File: config.mk
export PLATFORM = sky130hd
export DESIGN_NAME = fifo_with_priority_extract_unit
export DESIGN_NICKNAME = d
export VERILOG_FILES = /design/src/rtl/fwpe_pkg.sv /design/src/rtl/fwpe_ram.sv /design/src/rtl/fwpe_datapath.sv /design/src/rtl/fwpe_controller.sv /design/src/rtl/fifo_with_priority_extract_unit.sv
export SDC_FILE = /design/constraint.sdc
export NUM_CORES = 1
export LEC_CHECK = 0
export BUFFER_PORTS_ARGS = -buffer_cell sky130_fd_sc_hd__buf_2
export CAP_MARGIN = 20
export CORE_ASPECT_RATIO = 0.6
export CORE_MARGIN = 2
export CORE_UTILIZATION = 28
export DETAILED_ROUTE_END_ITERATION = 7
export GPL_ROUTABILITY_DRIVEN = 1
export PLACE_DENSITY = 0.38
export SLEW_MARGIN = 30
export SYNTH_ARGS = -nofsm -noshare
export SYNTH_HDL_FRONTEND = slang
export SYNTH_SLANG_ARGS = --single-unit
File: constraint.sdc
create_clock -name clock -period 4.1 [get_ports clock]
set_clock_uncertainty 0.05 [all_clocks]
set_input_delay 0.82 -clock clock [delete_from_list [all_inputs] [get_ports clock]]
set_output_delay 0.82 -clock clock [all_outputs]
set_load 0.005 [all_outputs]
File: src/rtl/fwpe_pkg.sv
// Shared types, codes and default sizes for the priority-extract queue.
// No dependencies; used by every module under rtl/ except fwpe_ram.
`default_nettype none

package fwpe_pkg;

   // default sizes
   localparam int DEPTH_DEFAULT      = 16;
   localparam int TAG_WIDTH_DEFAULT  = 16;
   localparam int PRIO_WIDTH_DEFAULT = 8;

   // fixed field widths
   localparam int ACT_WIDTH    = 2;
   localparam int STATUS_WIDTH = 2;
   localparam int COUNT_WIDTH  = 5;

   // action codes
   localparam logic [ACT_WIDTH-1:0] ACT_PUSH    = 2'd0;
   localparam logic [ACT_WIDTH-1:0] ACT_POP     = 2'd1;
   localparam logic [ACT_WIDTH-1:0] ACT_EXTRACT = 2'd2;

   // status codes
   localparam logic [STATUS_WIDTH-1:0] ST_OK    = 2'd0;
   localparam logic [STATUS_WIDTH-1:0] ST_EMPTY = 2'd1;
   localparam logic [STATUS_WIDTH-1:0] ST_FULL  = 2'd2;

   // controller -> datapath
   typedef struct packed {
      logic load_item;    // latch the accepted request beat
      logic set_full;
      logic set_empty;
      logic push_write;   // write item at tail, count up
      logic scan_start;
      logic shift_start;
      logic run;          // step the read/compare/move pipe
      logic head_adv;
      logic count_dec;
      logic load_rsp;     // load the output register
   } cmd_type;

   // datapath -> controller
   typedef struct packed {
      logic [ACT_WIDTH-1:0] act;
      logic                 empty;
      logic                 full;
      logic                 scan_done;
      logic                 shift_done;
      logic                 best_head;
      logic                 best_tail;
      logic                 out_free;
   } sts_type;

endpackage

`default_nettype wire

File: src/rtl/fwpe_ram.sv
// Generic single-write, single-read RAM with registered read data.
// No dependencies.
`default_nettype none

module fwpe_ram #(
   parameter int WIDTH = 8,
   parameter int DEPTH = 16
) (
   input  wire logic                     clock,
   input  wire logic                     wr_en,
   input  wire logic [$clog2(DEPTH)-1:0] wr_addr,
   input  wire logic [WIDTH-1:0]         wr_data,
   input  wire logic [$clog2(DEPTH)-1:0] rd_addr,
   output logic      [WIDTH-1:0]         rd_data
);

   logic [WIDTH-1:0] mem_ff [DEPTH];

   always_ff @(posedge clock) begin
      if (wr_en) begin
         mem_ff[wr_addr] <= wr_data;
      end
      rd_data <= mem_ff[rd_addr];
   end

endmodule

`default_nettype wire

File: src/rtl/fwpe_datapath.sv
// Datapath: circular entry store, scan/compare pipe, gap-close mover and
// output register. Depends on fwpe_pkg and fwpe_ram.
`default_nettype none

module fwpe_datapath #(
   parameter int DEPTH      = fwpe_pkg::DEPTH_DEFAULT,
   parameter int TAG_WIDTH  = fwpe_pkg::TAG_WIDTH_DEFAULT,
   parameter int PRIO_WIDTH = fwpe_pkg::PRIO_WIDTH_DEFAULT
) (
   input  wire logic                                clock,
   input  wire logic                                reset,
   input  wire fwpe_pkg::cmd_type                   cmd,
   output fwpe_pkg::sts_type                        sts,
   input  wire logic [fwpe_pkg::ACT_WIDTH-1:0]      req_act,
   input  wire logic [TAG_WIDTH-1:0]                req_tag,
   input  wire logic [PRIO_WIDTH-1:0]               req_prio,
   output logic                                     rsp_valid,
   input  wire logic                                rsp_ready,
   output logic      [fwpe_pkg::STATUS_WIDTH-1:0]   rsp_status,
   output logic      [TAG_WIDTH-1:0]                rsp_tag,
   output logic      [PRIO_WIDTH-1:0]               rsp_prio,
   output logic      [fwpe_pkg::COUNT_WIDTH-1:0]    rsp_count
);

   localparam int AW = $clog2(DEPTH);
   localparam int CW = $clog2(DEPTH + 1);
   localparam int RW = TAG_WIDTH + PRIO_WIDTH;

   // control state
   logic [AW-1:0]                     head_ff, head_in;
   logic [CW-1:0]                     count_ff, count_in;
   logic [CW-1:0]                     idx_ff, idx_in;
   logic                              rd_vld_ff, rd_vld_in;
   logic                              shift_mode_ff, shift_mode_in;
   logic                              rsp_valid_ff, rsp_valid_in;
   // payload
   logic [fwpe_pkg::ACT_WIDTH-1:0]    act_ff, act_in;
   logic [TAG_WIDTH-1:0]              tag_ff, tag_in;
   logic [PRIO_WIDTH-1:0]             prio_ff, prio_in;
   logic [CW-1:0]                     rd_idx_ff, rd_idx_in;
   logic [CW-1:0]                     best_idx_ff, best_idx_in;
   logic [TAG_WIDTH-1:0]              best_tag_ff, best_tag_in;
   logic [PRIO_WIDTH-1:0]             best_prio_ff, best_prio_in;
   logic [fwpe_pkg::STATUS_WIDTH-1:0] status_ff, status_in;
   logic [fwpe_pkg::STATUS_WIDTH-1:0] rsp_status_ff, rsp_status_in;
   logic [TAG_WIDTH-1:0]              rsp_tag_ff, rsp_tag_in;
   logic [PRIO_WIDTH-1:0]             rsp_prio_ff, rsp_prio_in;
   logic [fwpe_pkg::COUNT_WIDTH-1:0]  rsp_count_ff, rsp_count_in;

   // RAM side
   logic          ram_we;
   logic [AW-1:0] ram_waddr, ram_raddr;
   logic [RW-1:0] ram_wdata, ram_rdata;
   logic [CW:0]   rd_sum, wr_sum;
   logic [CW-1:0] wr_logical;
   logic [CW-1:0] limit;
   logic [TAG_WIDTH-1:0]  q_tag;
   logic [PRIO_WIDTH-1:0] q_prio;

   assign q_tag  = ram_rdata[RW-1:PRIO_WIDTH];
   assign q_prio = ram_rdata[PRIO_WIDTH-1:0];

   // pop looks at the head only, extract and gap close walk to the tail
   assign limit = (!shift_mode_ff && act_ff == fwpe_pkg::ACT_POP) ? CW'(1) : count_ff;

   // logical -> physical, sum stays below 2*DEPTH
   always_comb begin
      rd_sum = (CW+1)'(head_ff) + (CW+1)'(idx_ff);
      if (rd_sum >= (CW+1)'(DEPTH)) begin
         rd_sum = rd_sum - (CW+1)'(DEPTH);
      end
      wr_logical = shift_mode_ff ? (rd_idx_ff - CW'(1)) : count_ff;
      wr_sum = (CW+1)'(head_ff) + (CW+1)'(wr_logical);
      if (wr_sum >= (CW+1)'(DEPTH)) begin
         wr_sum = wr_sum - (CW+1)'(DEPTH);
      end
   end

   assign ram_raddr = rd_sum[AW-1:0];
   assign ram_waddr = wr_sum[AW-1:0];

   always_comb begin
      head_in       = head_ff;
      count_in      = count_ff;
      idx_in        = idx_ff;
      rd_vld_in     = rd_vld_ff;
      shift_mode_in = shift_mode_ff;
      act_in        = act_ff;
      tag_in        = tag_ff;
      prio_in       = prio_ff;
      rd_idx_in     = rd_idx_ff;
      best_idx_in   = best_idx_ff;
      best_tag_in   = best_tag_ff;
      best_prio_in  = best_prio_ff;
      status_in     = status_ff;
      rsp_status_in = rsp_status_ff;
      rsp_tag_in    = rsp_tag_ff;
      rsp_prio_in   = rsp_prio_ff;
      rsp_count_in  = rsp_count_ff;
      rsp_valid_in  = rsp_valid_ff && !rsp_ready;
      ram_we        = 1'b0;
      ram_wdata     = {tag_ff, prio_ff};

      if (cmd.load_item) begin
         act_in        = req_act;
         tag_in        = req_tag;
         prio_in       = req_prio;
         status_in     = fwpe_pkg::ST_OK;
         best_tag_in   = '0;
         best_prio_in  = '0;
         // push writes land at the tail, not at the last gap-close slot
         shift_mode_in = 1'b0;
      end
      if (cmd.set_full) begin
         status_in = fwpe_pkg::ST_FULL;
      end
      if (cmd.set_empty) begin
         status_in = fwpe_pkg::ST_EMPTY;
      end
      if (cmd.push_write) begin
         ram_we   = 1'b1;
         count_in = count_ff + CW'(1);
      end
      if (cmd.scan_start) begin
         idx_in        = '0;
         rd_vld_in     = 1'b0;
         shift_mode_in = 1'b0;
      end
      if (cmd.shift_start) begin
         idx_in        = best_idx_ff + CW'(1);
         rd_vld_in     = 1'b0;
         shift_mode_in = 1'b1;
      end
      if (cmd.run) begin
         // issue side
         if (idx_ff < limit) begin
            idx_in    = idx_ff + CW'(1);
            rd_vld_in = 1'b1;
            rd_idx_in = idx_ff;
         end else begin
            rd_vld_in = 1'b0;
         end
         // data side, on the registered read data
         if (rd_vld_ff) begin
            if (shift_mode_ff) begin
               ram_we    = 1'b1;
               ram_wdata = ram_rdata;
            end else if (rd_idx_ff == '0 || q_prio < best_prio_ff) begin
               // strict less keeps the earliest of equal priorities
               best_idx_in  = rd_idx_ff;
               best_tag_in  = q_tag;
               best_prio_in = q_prio;
            end
         end
      end
      if (cmd.head_adv) begin
         head_in = (head_ff == AW'(DEPTH - 1)) ? '0 : head_ff + AW'(1);
      end
      if (cmd.count_dec) begin
         count_in = count_ff - CW'(1);
      end
      if (cmd.load_rsp) begin
         rsp_valid_in  = 1'b1;
         rsp_status_in = status_ff;
         rsp_tag_in    = best_tag_ff;
         rsp_prio_in   = best_prio_ff;
         rsp_count_in  = fwpe_pkg::COUNT_WIDTH'(count_ff);
      end
   end

   always_ff @(posedge clock) begin
      if (reset) begin
         head_ff       <= '0;
         count_ff      <= '0;
         idx_ff        <= '0;
         rd_vld_ff     <= 1'b0;
         shift_mode_ff <= 1'b0;
         rsp_valid_ff  <= 1'b0;
      end else begin
         head_ff       <= head_in;
         count_ff      <= count_in;
         idx_ff        <= idx_in;
         rd_vld_ff     <= rd_vld_in;
         shift_mode_ff <= shift_mode_in;
         rsp_valid_ff  <= rsp_valid_in;
      end
   end

   always_ff @(posedge clock) begin
      act_ff        <= act_in;
      tag_ff        <= tag_in;
      prio_ff       <= prio_in;
      rd_idx_ff     <= rd_idx_in;
      best_idx_ff   <= best_idx_in;
      best_tag_ff   <= best_tag_in;
      best_prio_ff  <= best_prio_in;
      status_ff     <= status_in;
      rsp_status_ff <= rsp_status_in;
      rsp_tag_ff    <= rsp_tag_in;
      rsp_prio_ff   <= rsp_prio_in;
      rsp_count_ff  <= rsp_count_in;
   end

   fwpe_ram #(
      .WIDTH (RW),
      .DEPTH (DEPTH)
   ) u_ram (
      .clock   (clock),
      .wr_en   (ram_we),
      .wr_addr (ram_waddr),
      .wr_data (ram_wdata),
      .rd_addr (ram_raddr),
      .rd_data (ram_rdata)
   );

   always_comb begin
      sts.act        = act_ff;
      sts.empty      = (count_ff == '0);
      sts.full       = (count_ff == CW'(DEPTH));
      sts.scan_done  = rd_vld_ff && !shift_mode_ff && (rd_idx_ff == limit - CW'(1));
      sts.shift_done = rd_vld_ff && shift_mode_ff && (rd_idx_ff == count_ff - CW'(1));
      sts.best_head  = (best_idx_ff == '0);
      sts.best_tail  = (best_idx_ff == count_ff - CW'(1));
      sts.out_free   = !rsp_valid_ff || rsp_ready;
   end

   assign rsp_valid  = rsp_valid_ff;
   assign rsp_status = rsp_status_ff;
   assign rsp_tag    = rsp_tag_ff;
   assign rsp_prio   = rsp_prio_ff;
   assign rsp_count  = rsp_count_ff;

   // full status only reported on a full store
   a_full_count: assert property (@(posedge clock) disable iff (reset)
      (cmd.load_rsp && status_ff == fwpe_pkg::ST_FULL) |-> count_ff == CW'(DEPTH))
      else $error("full status with room left");

   // empty status only reported on an empty store
   a_empty_count: assert property (@(posedge clock) disable iff (reset)
      (cmd.load_rsp && status_ff == fwpe_pkg::ST_EMPTY) |-> count_ff == '0)
      else $error("empty status with entries held");

   // accepted push grows the store by one
   a_push_count: assert property (@(posedge clock) disable iff (reset)
      cmd.push_write |=> count_ff == $past(count_ff) + CW'(1))
      else $error("push did not advance count");

   // gap-close writes never land on the slot being read
   a_move_addr: assert property (@(posedge clock) disable iff (reset)
      (cmd.run && shift_mode_ff && rd_vld_ff && idx_ff < count_ff) |-> ram_waddr != ram_raddr)
      else $error("move write collides with read");

endmodule

`default_nettype wire

File: src/rtl/fwpe_controller.sv
// Controller state machine: sequences push, scan, removal and result load.
// Depends on fwpe_pkg; drives fwpe_datapath through cmd/sts structs.
`default_nettype none

module fwpe_controller (
   input  wire logic              clock,
   input  wire logic              reset,
   input  wire logic              req_tvalid,
   output logic                   req_tready,
   input  wire fwpe_pkg::sts_type sts,
   output fwpe_pkg::cmd_type      cmd
);

   localparam logic [2:0] S_IDLE   = 3'd0;
   localparam logic [2:0] S_DECODE = 3'd1;
   localparam logic [2:0] S_SCAN   = 3'd2;
   localparam logic [2:0] S_REMOVE = 3'd3;
   localparam logic [2:0] S_SHIFT  = 3'd4;
   localparam logic [2:0] S_FINISH = 3'd5;

   logic [2:0] state_ff, state_in;

   always_comb begin
      state_in   = state_ff;
      cmd        = '0;
      req_tready = 1'b0;
      unique case (state_ff)
         S_IDLE: begin
            req_tready = 1'b1;
            if (req_tvalid) begin
               cmd.load_item = 1'b1;
               state_in      = S_DECODE;
            end
         end
         S_DECODE: begin
            unique case (sts.act) inside
               fwpe_pkg::ACT_PUSH: begin
                  if (sts.full) begin
                     cmd.set_full = 1'b1;
                  end else begin
                     cmd.push_write = 1'b1;
                  end
                  state_in = S_FINISH;
               end
               fwpe_pkg::ACT_POP, fwpe_pkg::ACT_EXTRACT: begin
                  if (sts.empty) begin
                     cmd.set_empty = 1'b1;
                     state_in      = S_FINISH;
                  end else begin
                     cmd.scan_start = 1'b1;
                     state_in       = S_SCAN;
                  end
               end
               default: begin
                  state_in = S_FINISH;
               end
            endcase
         end
         S_SCAN: begin
            cmd.run = 1'b1;
            if (sts.scan_done) begin
               state_in = S_REMOVE;
            end
         end
         S_REMOVE: begin
            if (sts.best_head) begin
               cmd.head_adv  = 1'b1;
               cmd.count_dec = 1'b1;
               state_in      = S_FINISH;
            end else if (sts.best_tail) begin
               cmd.count_dec = 1'b1;
               state_in      = S_FINISH;
            end else begin
               cmd.shift_start = 1'b1;
               state_in        = S_SHIFT;
            end
         end
         S_SHIFT: begin
            cmd.run = 1'b1;
            if (sts.shift_done) begin
               cmd.count_dec = 1'b1;
               state_in      = S_FINISH;
            end
         end
         S_FINISH: begin
            if (sts.out_free) begin
               cmd.load_rsp = 1'b1;
               state_in     = S_IDLE;
            end
         end
         default: begin
            state_in = S_IDLE;
         end
      endcase
   end

   always_ff @(posedge clock) begin
      if (reset) begin
         state_ff <= S_IDLE;
      end else begin
         state_ff <= state_in;
      end
   end

   // one request beat in flight at a time
   a_one_in_flight: assert property (@(posedge clock) disable iff (reset)
      (req_tvalid && req_tready) |=> !req_tready)
      else $error("second beat taken while busy");

   // result loads only from the finish step, never twice back to back
   a_single_load: assert property (@(posedge clock) disable iff (reset)
      cmd.load_rsp |=> !cmd.load_rsp)
      else $error("result loaded twice");

endmodule

`default_nettype wire

File: src/rtl/fifo_with_priority_extract_unit.sv
// Top level of the ordered queue with lowest-priority extraction.
// Depends on fwpe_pkg, fwpe_controller, fwpe_datapath (and fwpe_ram below it).
`default_nettype none

// Ordered queue of up to DEPTH entries (tag, priority), one request beat in,
// one result beat out for every request. req_tuser selects the action: push
// at tail, pop head, or extract the lowest priority value (earliest wins on a
// tie, survivors keep their order). The result carries status in rsp_tuser
// and the removed tag, priority (zero if nothing removed) and the count after
// the step in rsp_tdata. Push to a full queue gives the full status, removal
// from an empty queue the empty status, action code 3 is a no-op with ok.
// Entries live in a single-port-read RAM laid out as a ring from a head
// pointer. One request is worked at a time; the result sits in an output
// register, so the next request beat is taken while the result waits.
// Push, refused push, empty removal and the no-op need no RAM read;
// pop reads the head entry only; extract scans every entry held and,
// when the minimum sits between head and tail, closes the gap by
// moving each entry behind it one place toward the head. Scan and gap
// close make one RAM read per cycle.
// No clearing pass after reset: entry storage is read only once written.

module fifo_with_priority_extract_unit #(
   parameter int DEPTH      = fwpe_pkg::DEPTH_DEFAULT,
   parameter int TAG_WIDTH  = fwpe_pkg::TAG_WIDTH_DEFAULT,
   parameter int PRIO_WIDTH = fwpe_pkg::PRIO_WIDTH_DEFAULT,
   localparam int REQ_DW    = ((TAG_WIDTH + PRIO_WIDTH + 7) / 8) * 8,
   localparam int RSP_DW    =
      ((TAG_WIDTH + PRIO_WIDTH + fwpe_pkg::COUNT_WIDTH + 7) / 8) * 8
) (
   input  wire logic                              clock,
   input  wire logic                              reset,
   // request channel
   input  wire logic                              req_tvalid,
   output logic                                   req_tready,
   input  wire logic [REQ_DW-1:0]                 req_tdata,  // item_tag, item_priority
   input  wire logic [fwpe_pkg::ACT_WIDTH-1:0]    req_tuser,  // action
   // result channel
   output logic                                   rsp_tvalid,
   input  wire logic                              rsp_tready,
   output logic      [RSP_DW-1:0]                 rsp_tdata,  // result_tag, result_priority,
                                                              // entry_count
   output logic      [fwpe_pkg::STATUS_WIDTH-1:0] rsp_tuser   // status
);

   fwpe_pkg::cmd_type cmd;
   fwpe_pkg::sts_type sts;

   logic [TAG_WIDTH-1:0]              rsp_tag;
   logic [PRIO_WIDTH-1:0]             rsp_prio;
   logic [fwpe_pkg::COUNT_WIDTH-1:0]  rsp_count;

   fwpe_controller u_ctrl (
      .clock      (clock),
      .reset      (reset),
      .req_tvalid (req_tvalid),
      .req_tready (req_tready),
      .sts        (sts),
      .cmd        (cmd)
   );

   fwpe_datapath #(
      .DEPTH      (DEPTH),
      .TAG_WIDTH  (TAG_WIDTH),
      .PRIO_WIDTH (PRIO_WIDTH)
   ) u_dp (
      .clock      (clock),
      .reset      (reset),
      .cmd        (cmd),
      .sts        (sts),
      .req_act    (req_tuser),
      .req_tag    (req_tdata[TAG_WIDTH-1:0]),
      .req_prio   (req_tdata[TAG_WIDTH+PRIO_WIDTH-1:TAG_WIDTH]),
      .rsp_valid  (rsp_tvalid),
      .rsp_ready  (rsp_tready),
      .rsp_status (rsp_tuser),
      .rsp_tag    (rsp_tag),
      .rsp_prio   (rsp_prio),
      .rsp_count  (rsp_count)
   );

   // pack low to high, zero fill to whole bytes
   assign rsp_tdata = RSP_DW'({rsp_count, rsp_prio, rsp_tag});

endmodule

`default_nettype wire

Word-level counts from Yosys, hierarchy flattened
Memories as Yosys holds them, arrays and structs flattened. A register that Yosys moved wholly into a read port is not among the register bits.
Cells that the tools add are included.
{ "classes": {"n_addsub": 11, "order_cmp": 4, "mux": 73, "reduce_logical": 25, "n_bitwise": 1, "eq_ne": 16} }
{ "ops": {"columns": ["operator", "n"], "rows": [
  ["$mux W16", 5],
  ["$mux W24", 3],
  ["$mux W5", 8],
  ["$mux W8", 5],
  ["$mux W1", 38],
  ["$mux W3", 6],
  ["$pmux W3 S6", 1],
  ["$mux W4", 4],
  ["$add A5 B1 Y5 const B", 3],
  ["$eq A5 B5 Y1", 3],
  ["$logic_not A5 Y1", 3],
  ["$sub A5 B1 Y5 const B", 3],
  ["$add A4 B5 Y6", 2],
  ["$ge A6 B5 Y1 const B", 2],
  ["$lt A8 B8 Y1", 1],
  ["$ne A2 B2 Y1 const B", 4],
  ["$reduce_and A4 Y1", 2],
  ["$sub A4 B1 Y4 const B", 2],
  ["$eq A3 B2 Y1 const B", 2],
  ["$eq A3 B3 Y1 const B", 2],
  ["$logic_and A1 B1 Y1", 6],
  ["$reduce_bool A3 Y1", 2],
  ["$eq A5 B5 Y1 const B", 1],
  ["$lt A5 B5 Y1", 1],
  ["15 further kinds", 21]
]} }
{ "totals": {"ramBits": 384, "memories": 1, "input_bits": 30, "output_inout_bits": 36, "ff_bits": 113} }
{ "mem_list": {"columns": ["memory", "depth", "word_bits", "read_ports", "rd_ports_with_merged_regs", "wr", "line", "source"], "rows": [
  ["u_dp.u_ram.mem_ff", 16, 24, 1, 1, 1, "fwpe_ram.sv:17", "logic [WIDTH-1:0] mem_ff [DEPTH];"]
]} }

Depth between registers and ports, before layout
Gate-level depths: netlist (run 1).
{ "depth": {"ltp_word": 10, "mapped_depth": 11} }

By module
A second synthesis (run 1) with hierarchy kept.
{ "hier_totals": {"cells_unflattened": 1107, "hier_area_um2": 20455.9} }
{ "modules_own_cells": {"columns": ["mod", "area_per_inst_um2", "n_inst", "seq_area_each_um2", "cells_per_inst"], "rows": [
  ["fwpe_ram", 14930.6, 1, 12011.5, 636],
  ["fwpe_datapath", 5121.2, 1, 2872.8, 421],
  ["fwpe_controller", 377.9, 1, 60.1, 46],
  ["fifo_with_priority_extract_unit", 26.3, 1, 0.0, 4]
]} }

Worst setup path before layout (run 1)
OpenSTA, ideal clock, no wires.
{ "synth_timing": {"kind": "reg-to-reg", "start": "register u_dp.rd_idx_ff[0]", "end": "memory u_dp.u_ram.mem_ff[9][0] (netlist name), enable pin", "path_slack_ns": 0.568, "path_buffers": 0, "period_less_slack_ns": 3.532, "arrival_time_ns": 3.077, "path_stages_with_launch": 11, "cell_sequence": "edfxtp_1 inv_1 ha_1 a21oi_1 ha_1 a21o_1 a21oi_1 xnor2_1 xor2_1 nand2_1 nor2_1"} }
{ "synth_between": {"elab_chain_len": 5, "word_cells_on_any_way": 6, "classes_between": "add/sub (3); order compare (1); mux (2)"} }
{ "synth_lines": {"columns": ["element", "line", "source"], "rows": [
  ["start: declaration", "fwpe_datapath.sv:40", "logic [CW-1:0] rd_idx_ff, rd_idx_in;"],
  ["start signal: assignment", "fwpe_datapath.sv:193", "rd_idx_ff <= rd_idx_in;"],
  ["$sub A5 B1 Y5 (*)", "fwpe_datapath.sv:72", "wr_logical = shift_mode_ff ? (rd_idx_ff - CW'(1)) : count_ff;"],
  ["$mux W5 (*)", "fwpe_datapath.sv:72", null],
  ["$add A4 B5 Y6 (*)", "fwpe_datapath.sv:73", "wr_sum = (CW+1)'(head_ff) + (CW+1)'(wr_logical);"],
  ["$ge A6 B5 Y1 / $sub A4 B1 Y4 (equally long branches)", "fwpe_datapath.sv:74, fwpe_datapath.sv:75", null],
  ["$mux W4 (*)", "fwpe_datapath.sv:74", "if (wr_sum >= (CW+1)'(DEPTH)) begin"],
  ["end: declaration", "fwpe_ram.sv:17", null]
]} }
Mark *: on every way between the ends. The rest lies on a longest branch, timed or not.

Worst setup path after layout (run 1)
{ "layout_timing": {"start": "register u_dp.rd_idx_ff[0]", "end": "memory u_dp.u_ram.mem_ff[10][10] (netlist name), enable pin"} }
Same word-level chain as after synthesis.

==> results of run 1 <==
[flip-flops by register name (all words and copies together) (netlist names), 3 cells and up]
| signal | flops |
|---|---|
| u_dp.rsp_tag | 16 |
| u_dp.best_prio_ff | 8 |
| u_dp.u_ram.mem_ff | 384 |
| u_dp.rsp_prio | 8 |
| u_ctrl.state_ff | 3 |
| u_dp.head_ff | 4 |
| u_dp.idx_ff | 5 |
| u_dp.prio_ff | 8 |
| u_dp.best_tag_ff | 16 |
| u_dp.rd_idx_ff | 5 |
| u_dp.best_idx_ff | 5 |
| u_dp.tag_ff | 16 |
| u_dp.count_ff | 5 |
| u_dp.rsp_count | 5 |
| u_dp.u_ram.rd_data | 24 |
[worst min path at each step]
stage | startpoint | endpoint | slack (ns)
after floorplan | u_dp.status_ff[1] | u_dp.rsp_status[1] | 0.36
after global placement | u_dp.best_tag_ff[14] | u_dp.rsp_tag[14] | 0.36
after detailed placement | u_dp.best_tag_ff[14] | u_dp.rsp_tag[14] | 0.36
after CTS | req_tdata[9] | u_dp.tag_ff[9] | 0.27
after global routing | req_tdata[9] | u_dp.tag_ff[9] | 0.29
final | req_tdata[9] | u_dp.tag_ff[9] | 0.32
[synthesized netlist by cell type (14+ instances only)]
library cell and number:
nor2b_1 27, mux2_2 31, nor2_1 47, a211oi_1 27
mux4_2 96, xnor2_1 14, a21oi_1 47, mux2i_1 43
dfxtp_1 70, inv_1 45, clkbuf_1 32, edfxtp_1 451
ha_1 28, nand2_1 45
[final cells by class]
type,count,area [sq um],share of cell area
well taps,987,1230,0.0502
diodes,2,5.00,0.000203
repair buffers,113,906,0.0368
clock buffers,77,1530,0.0622
clock inverters,23,254,0.0103
multi-input cells,534,5550,0.226
flip-flops and latches,521,14900,0.608
inverters,46,175,0.00712
[cell families after synthesis]
group / Yosys count / synth area share
fa+ha+maj: 30 / 0.0188
compound gates: 113 / 0.0348
buf+inv: 103 / 0.0215
other cells: 1 / 0.000181
flops: 521 / 0.720
simple gates: 186 / 0.0466
xor+xnor: 31 / 0.0154
mux: 171 / 0.142
[metal layers]
| layer | share of wire | wire length (um) |
|---|---|---|
| met1 | 0.54 | 30000 |
| met2 | 0.39 | 22000 |
| met3 | 0.051 | 2830 |
| met4 | 0.015 | 835 |
| met5 | 0 | 0 |
[critical path, stage by stage (launching register included)]
cell	delay (ns)
edfxtp_1	0.47
inv_1	0.11
ha_1	0.29
a21oi_1	0.23
ha_1	0.27
a21o_1	0.17
a21oi_1	0.18
xnor2_1	0.19
xor2_1	0.23
nand2_1	0.33
nor2_4	0.18
buf_4	0.42
[metrics by stage]
step | std cells | util | setup slack, ns | hold slack [ns] | area [sq um]
after floorplan | 1158 | - | 0.568 | 0.358 | 20800
after global placement | 2201 | 0.310 | 0.544 | 0.364 | 22800
after detailed placement | 2201 | 0.310 | 0.575 | 0.365 | 22800
after CTS | 2301 | 0.335 | 0.547 | 0.270 | 24600
after global routing | 2301 | 0.335 | 0.266 | 0.287 | 24600
final | 2303 | 0.335 | 0.597 | 0.323 | 24600
[report_power, final]
group          leakage (nW)  internal [mW]  total, mW  switching [mW]
logic                  2.80          0.213      0.617           0.403
clock network         0.876           2.91       5.01            2.10
registers              4.66           5.89       5.94          0.0455
total                  8.33           9.01       11.6            2.55
==> run_results.csv, run 1 <==
group,metric,value,unit
power_and_ir_drop,max-vdd-ir-drop,0.317,mV
placed_design,portBuffers,62,
floorplan,die_w,355,um
logic_synthesis,ys_ff_latch,521,
sta,period_needed,3.50,ns
finish,fin_nets,1329,
logic_synthesis,synth_top_area_share,0.653,
outcome,status,"completed",
sta,hold_violations,0,
floorplan,rows,77,
sta,tns,0,ns
setup_path,r2r_end,"u_dp.u_ram.mem_ff[10][10]",
setup_path,critPathMaxFanout,24,
logic_synthesis,netlist_area,0.0207,sq mm
floorplan,core-area,0.0735,sq mm
cts,cts_tree,"built",
cts,clkTransAtPathRegs,0.07,ns
cts,cts.repair.resized,0,
routing,vias,10640,
logic_synthesis,syn_avg_cell_area,17.9,sq um
logic_synthesis,synth_top_area_cell,"edfxtp_1",
logic_synthesis,synth_ff_type,"edfxtp_1",
power_and_ir_drop,total_power,11.6,mW
routing,vias_per_cell,4.62,
cts,postCtsSetupBuffers,0,
grt,globalRouteOverflowTotal,0,
finish,final_cell_mix,"edfxtp_1, mux4_2, dfxtp_1, buf_2, clkbuf_16",
placed_design,routabilityCongestion,0.753,
finish,final_common_cell,"edfxtp_1",
logic_synthesis,synthCells,1156,
setup_path,crit_start,"u_dp.rd_idx_ff[0]",
sta,setup_viol,0,
grt,grtUsageMet3,0.0307,
finish,n_fill_cell,7036,
logic_synthesis,synth.distinct_cells,64,
cts,clock_path_buffers,3,
logic_synthesis,ys_seq_area_frac,0.720,
power_and_ir_drop,p_per_area,470,mW/mm^2
grt,antenna_found_initial,2,
floorplan,die-area,0.0764,sq mm
flow_run,cap_violations,0,
logic_synthesis,synth-edff-count,451,
cts,clock_latency,0.62,ns
floorplan,die_h,215,um
routing,drt_iter0_drc,898,
setup_path,critPathRequiredTime,4.30,ns
setup_path,reg2reg_from,"u_dp.rd_idx_ff[0]",
cts,ctsHoldBuffers,0,
sta,slew_headroom,0.426,
cts,clkSinkCount,521,
cts,cts_buffers,53,
logic_synthesis,ys_top_cells_by_area,"edfxtp_1, mux4_2, dfxtp_1",
sta,drv_slew,0,
placed_design,dpl.hpwl,35400,um
finish,area_delta_synth_final,18.5,%
power_and_ir_drop,leakagePower,8.33,nW
setup_path,r2r_cells,11,
cts,cts.htree.levels,2,
logic_synthesis,async_flop_share,0,
routing,drt_first_pass_iters,4,
min_path,hold_depth,1,
routing,ant_nets,0,
grt,grt_pass1_vias,10759,
sta,fin_crit_sh,0.854,
setup_path,end_kind,"register",
logic_synthesis,synth.yosys.warnings,0,
sta,worstMarginPinSlew,0.849,ns
setup_path,critPathLaunchType,"register",
sta,clock.fmax,285,MHz
grt,grtUsageTotal,0.147,
grt,top_usage_layer,"met1",
setup_path,cp_data_arrival_time,3.71,ns
routing,drc,0,
routing,wl_per_cell,24.2,um
grt,grt_max_degree,49,
grt,grt_use_met1,0.239,
finish,drive_gt1_frac,0.272,
routing,routed_wl,55600,um
min_path,hold_path_class,"primary input to register",
floorplan,io_pins,66,
setup_path,reg2reg_slack,0.60,ns
grt,grtUsageMet2,0.194,
setup_path,endpoint,"u_dp.u_ram.mem_ff[10][10]",
grt,grt_pass1_wl,80500,um
sta,rsz0062_at_grt,"no",
cts,root_buffer,"clkbuf_16",
setup_path,critical_path_class,"register to register",
floorplan,start_util,0.282,
(Power assumes the default switching activity.)
==> run 2, diff against run 1 <==
- CORE_ASPECT_RATIO: 0.6 -> 2
==> run_results.csv, run 2 (synthesized netlist as in run 1, its figures left out) <==
group,metric,value,unit
finish,final_area,0.0243,sq mm
grt,antenna_found_initial,1,
sta,worstMarginPinSlew,0.940,ns
setup_path,end_kind,"register",
finish,final_cell_mix,"edfxtp_1, mux4_2, dfxtp_1, buf_2, clkbuf_16",
routing,drc,0,
placed_design,post_dp_cell_area,0.0227,sq mm
sta,slew_headroom,0.372,
setup_path,critPathRequiredTime,4.28,ns
power_and_ir_drop,max-vdd-ir-drop,0.304,mV
floorplan,core-area,0.0736,sq mm
sta,rsz0062_at_grt,"no",
cts,root_buffer,"clkbuf_16",
finish,final_common_cell,"edfxtp_1",
routing,wl_per_cell,24.3,um
finish,top_regs,"u_dp.u_ram.mem_ff: 384 flops, u_dp.u_ram.rd_data: 24 flops",
floorplan,die-area,0.0764,sq mm
cts,clock_path_buffers,3,
cts,ctsHoldBuffers,0,
sta,holdWs,0.349,ns
cts,postCtsSetupBuffers,0,
finish,final_core_util,0.331,
grt,grtUsageTotal,0.146,
setup_path,critPathMaxFanout,24,
placed_design,portBuffers,62,
routing,vias,10509,
finish,regMostFlops,"u_dp.u_ram.mem_ff",
routing,drt_iter0_drc,653,
grt,grt_pass1_vias,11379,
cts,clkSinkCount,521,
routing,vias_per_cell,4.69,
grt,grt_max_degree,53,
routing,drt_first_pass_iters,4,
finish,antenna-diode-count,0,
finish,fin_nets,1333,
setup_path,cp_data_arrival_time,3.59,ns
floorplan,die_w,196,um
setup_path,timing.critical_path.cells,"inv_1 > ha_1 > a21oi_1 > ha_1 > a21o_1 > a21oi_1 > xnor2_1 > xor2_1 > nand2_1 > nor2_4 > buf_4",
min_path,hold_path_class,"primary input to register",
floorplan,start_util,0.282,
outcome,status,"completed",
finish,area_delta_synth_final,17.3,%
cts,clock_latency,0.59,ns
power_and_ir_drop,leakagePower,8.29,nW
finish,largest_reg_flops,384,
placed_design,dpl.hpwl,36400,um
cts,cts.repair.resized,0,
cts,clkTransAtPathRegs,0.07,ns
cts,cts.htree.levels,2,
flow_run,cap_violations,0,
cts,cts_buffers,50,
setup_path,critical_path_class,"register to register",
finish,drive_gt1_frac,0.273,
routing,routed_wl,54500,um
sta,period_needed,3.41,ns
power_and_ir_drop,total_power,11.3,mW
setup_path,cp_slowest_stage_delay,0.48,ns
power_and_ir_drop,p_per_area,462,mW/mm^2
sta,fin_crit_sh,0.831,
routing,ant_nets,0,
grt,grt_pass1_wl,80400,um
sta,tns,0,ns
placed_design,routabilityCongestion,0.758,
sta,setup_viol,0,
sta,hold_violations,0,
setup_path,crit_path_top_delay_cell,"edfxtp_1",
floorplan,die_h,389,um
floorplan,rows,141,
sta,drv_slew,0,
grt,globalRouteOverflowTotal,0,
cts,cts_tree,"built",
floorplan,io_pins,66,
finish,n_fill_cell,7039,
setup_path,critPathLaunchType,"register",
sta,clock.fmax,294,MHz
run 2: cell types whose count changed in the layout (fill, tap and decap cells not counted), moves of 4 or more:
| cell | previous run | this run |
|---|---|---|
| clkinv_2 | 11 | 7 |
| clkinv_1 | 2 | 7 |
| clkbuf_16 | 55 | 51 |
| buf_12 | 17 | 9 |
| clkbuf_1 | 15 | 9 |
| buf_4 | 34 | 48 |
run 2: metrics by stage:
stage                     instances  setup WS, ns
after global placement         2149         0.601
final                          2241         0.694
after global routing           2241         0.419
after floorplan                1158         0.568
after detailed placement       2149         0.667
after CTS                      2240         0.642
run 2: layout make-up:
class | instances | area (sq um) | area share
Clock buffer | 65 | 1380 | 0.0566
Sequential cell | 521 | 14900 | 0.614
Multi-Input combinational cell | 534 | 5550 | 0.228
Timing Repair Buffer | 120 | 856 | 0.0351
Clock inverter | 26 | 282 | 0.0116
Tap cell | 929 | 1160 | 0.0477
Inverter | 46 | 173 | 0.00709
run 2: final timing paths:
check	start	endpoint	slack [ns]	depth (start not counted)
setup / recovery	u_dp.rd_idx_ff[0]	u_dp.u_ram.mem_ff[11][7]	0.69	11
hold / removal	req_tdata[14]	u_dp.tag_ff[14]	0.35	1
setup reg to reg	u_dp.rd_idx_ff[0]	u_dp.u_ram.mem_ff[11][7]	0.69	11
hold reg to reg	u_dp.best_tag_ff[13]	u_dp.rsp_tag[13]	0.38	0
run 2: worst max-delay path: cells and delay by family, from the launching register on:
family                     cells  cell delay [ns]
adders and majority gates      2             0.55
AOI/OAI and AO/OA              3             0.55
buffers and inverters          2             0.50
DFF                            1             0.48
xor gates and xnor gates       2             0.46
and+or+nand+nor                2             0.45
run 2: per-layer routing:
layer | up-vias | share of wire | wire (um) | track usage
met3 | 79 | 0.027 | 1460 | 0.0177
met2 | 159 | 0.55 | 29900 | 0.274
li1 | 4763 | - | - | -
met5 | - | 0 | 0 | 0
met1 | 5508 | 0.40 | 21600 | 0.169
met4 | 0 | 0.031 | 1670 | 0.0510
run 2: power breakdown:
| group | switching, mW | internal [mW] |
|---|---|---|
| Combinational | 0.368 | 0.214 |
| Clock | 2.03 | 2.69 |
| Sequential | 0.0623 | 5.89 |
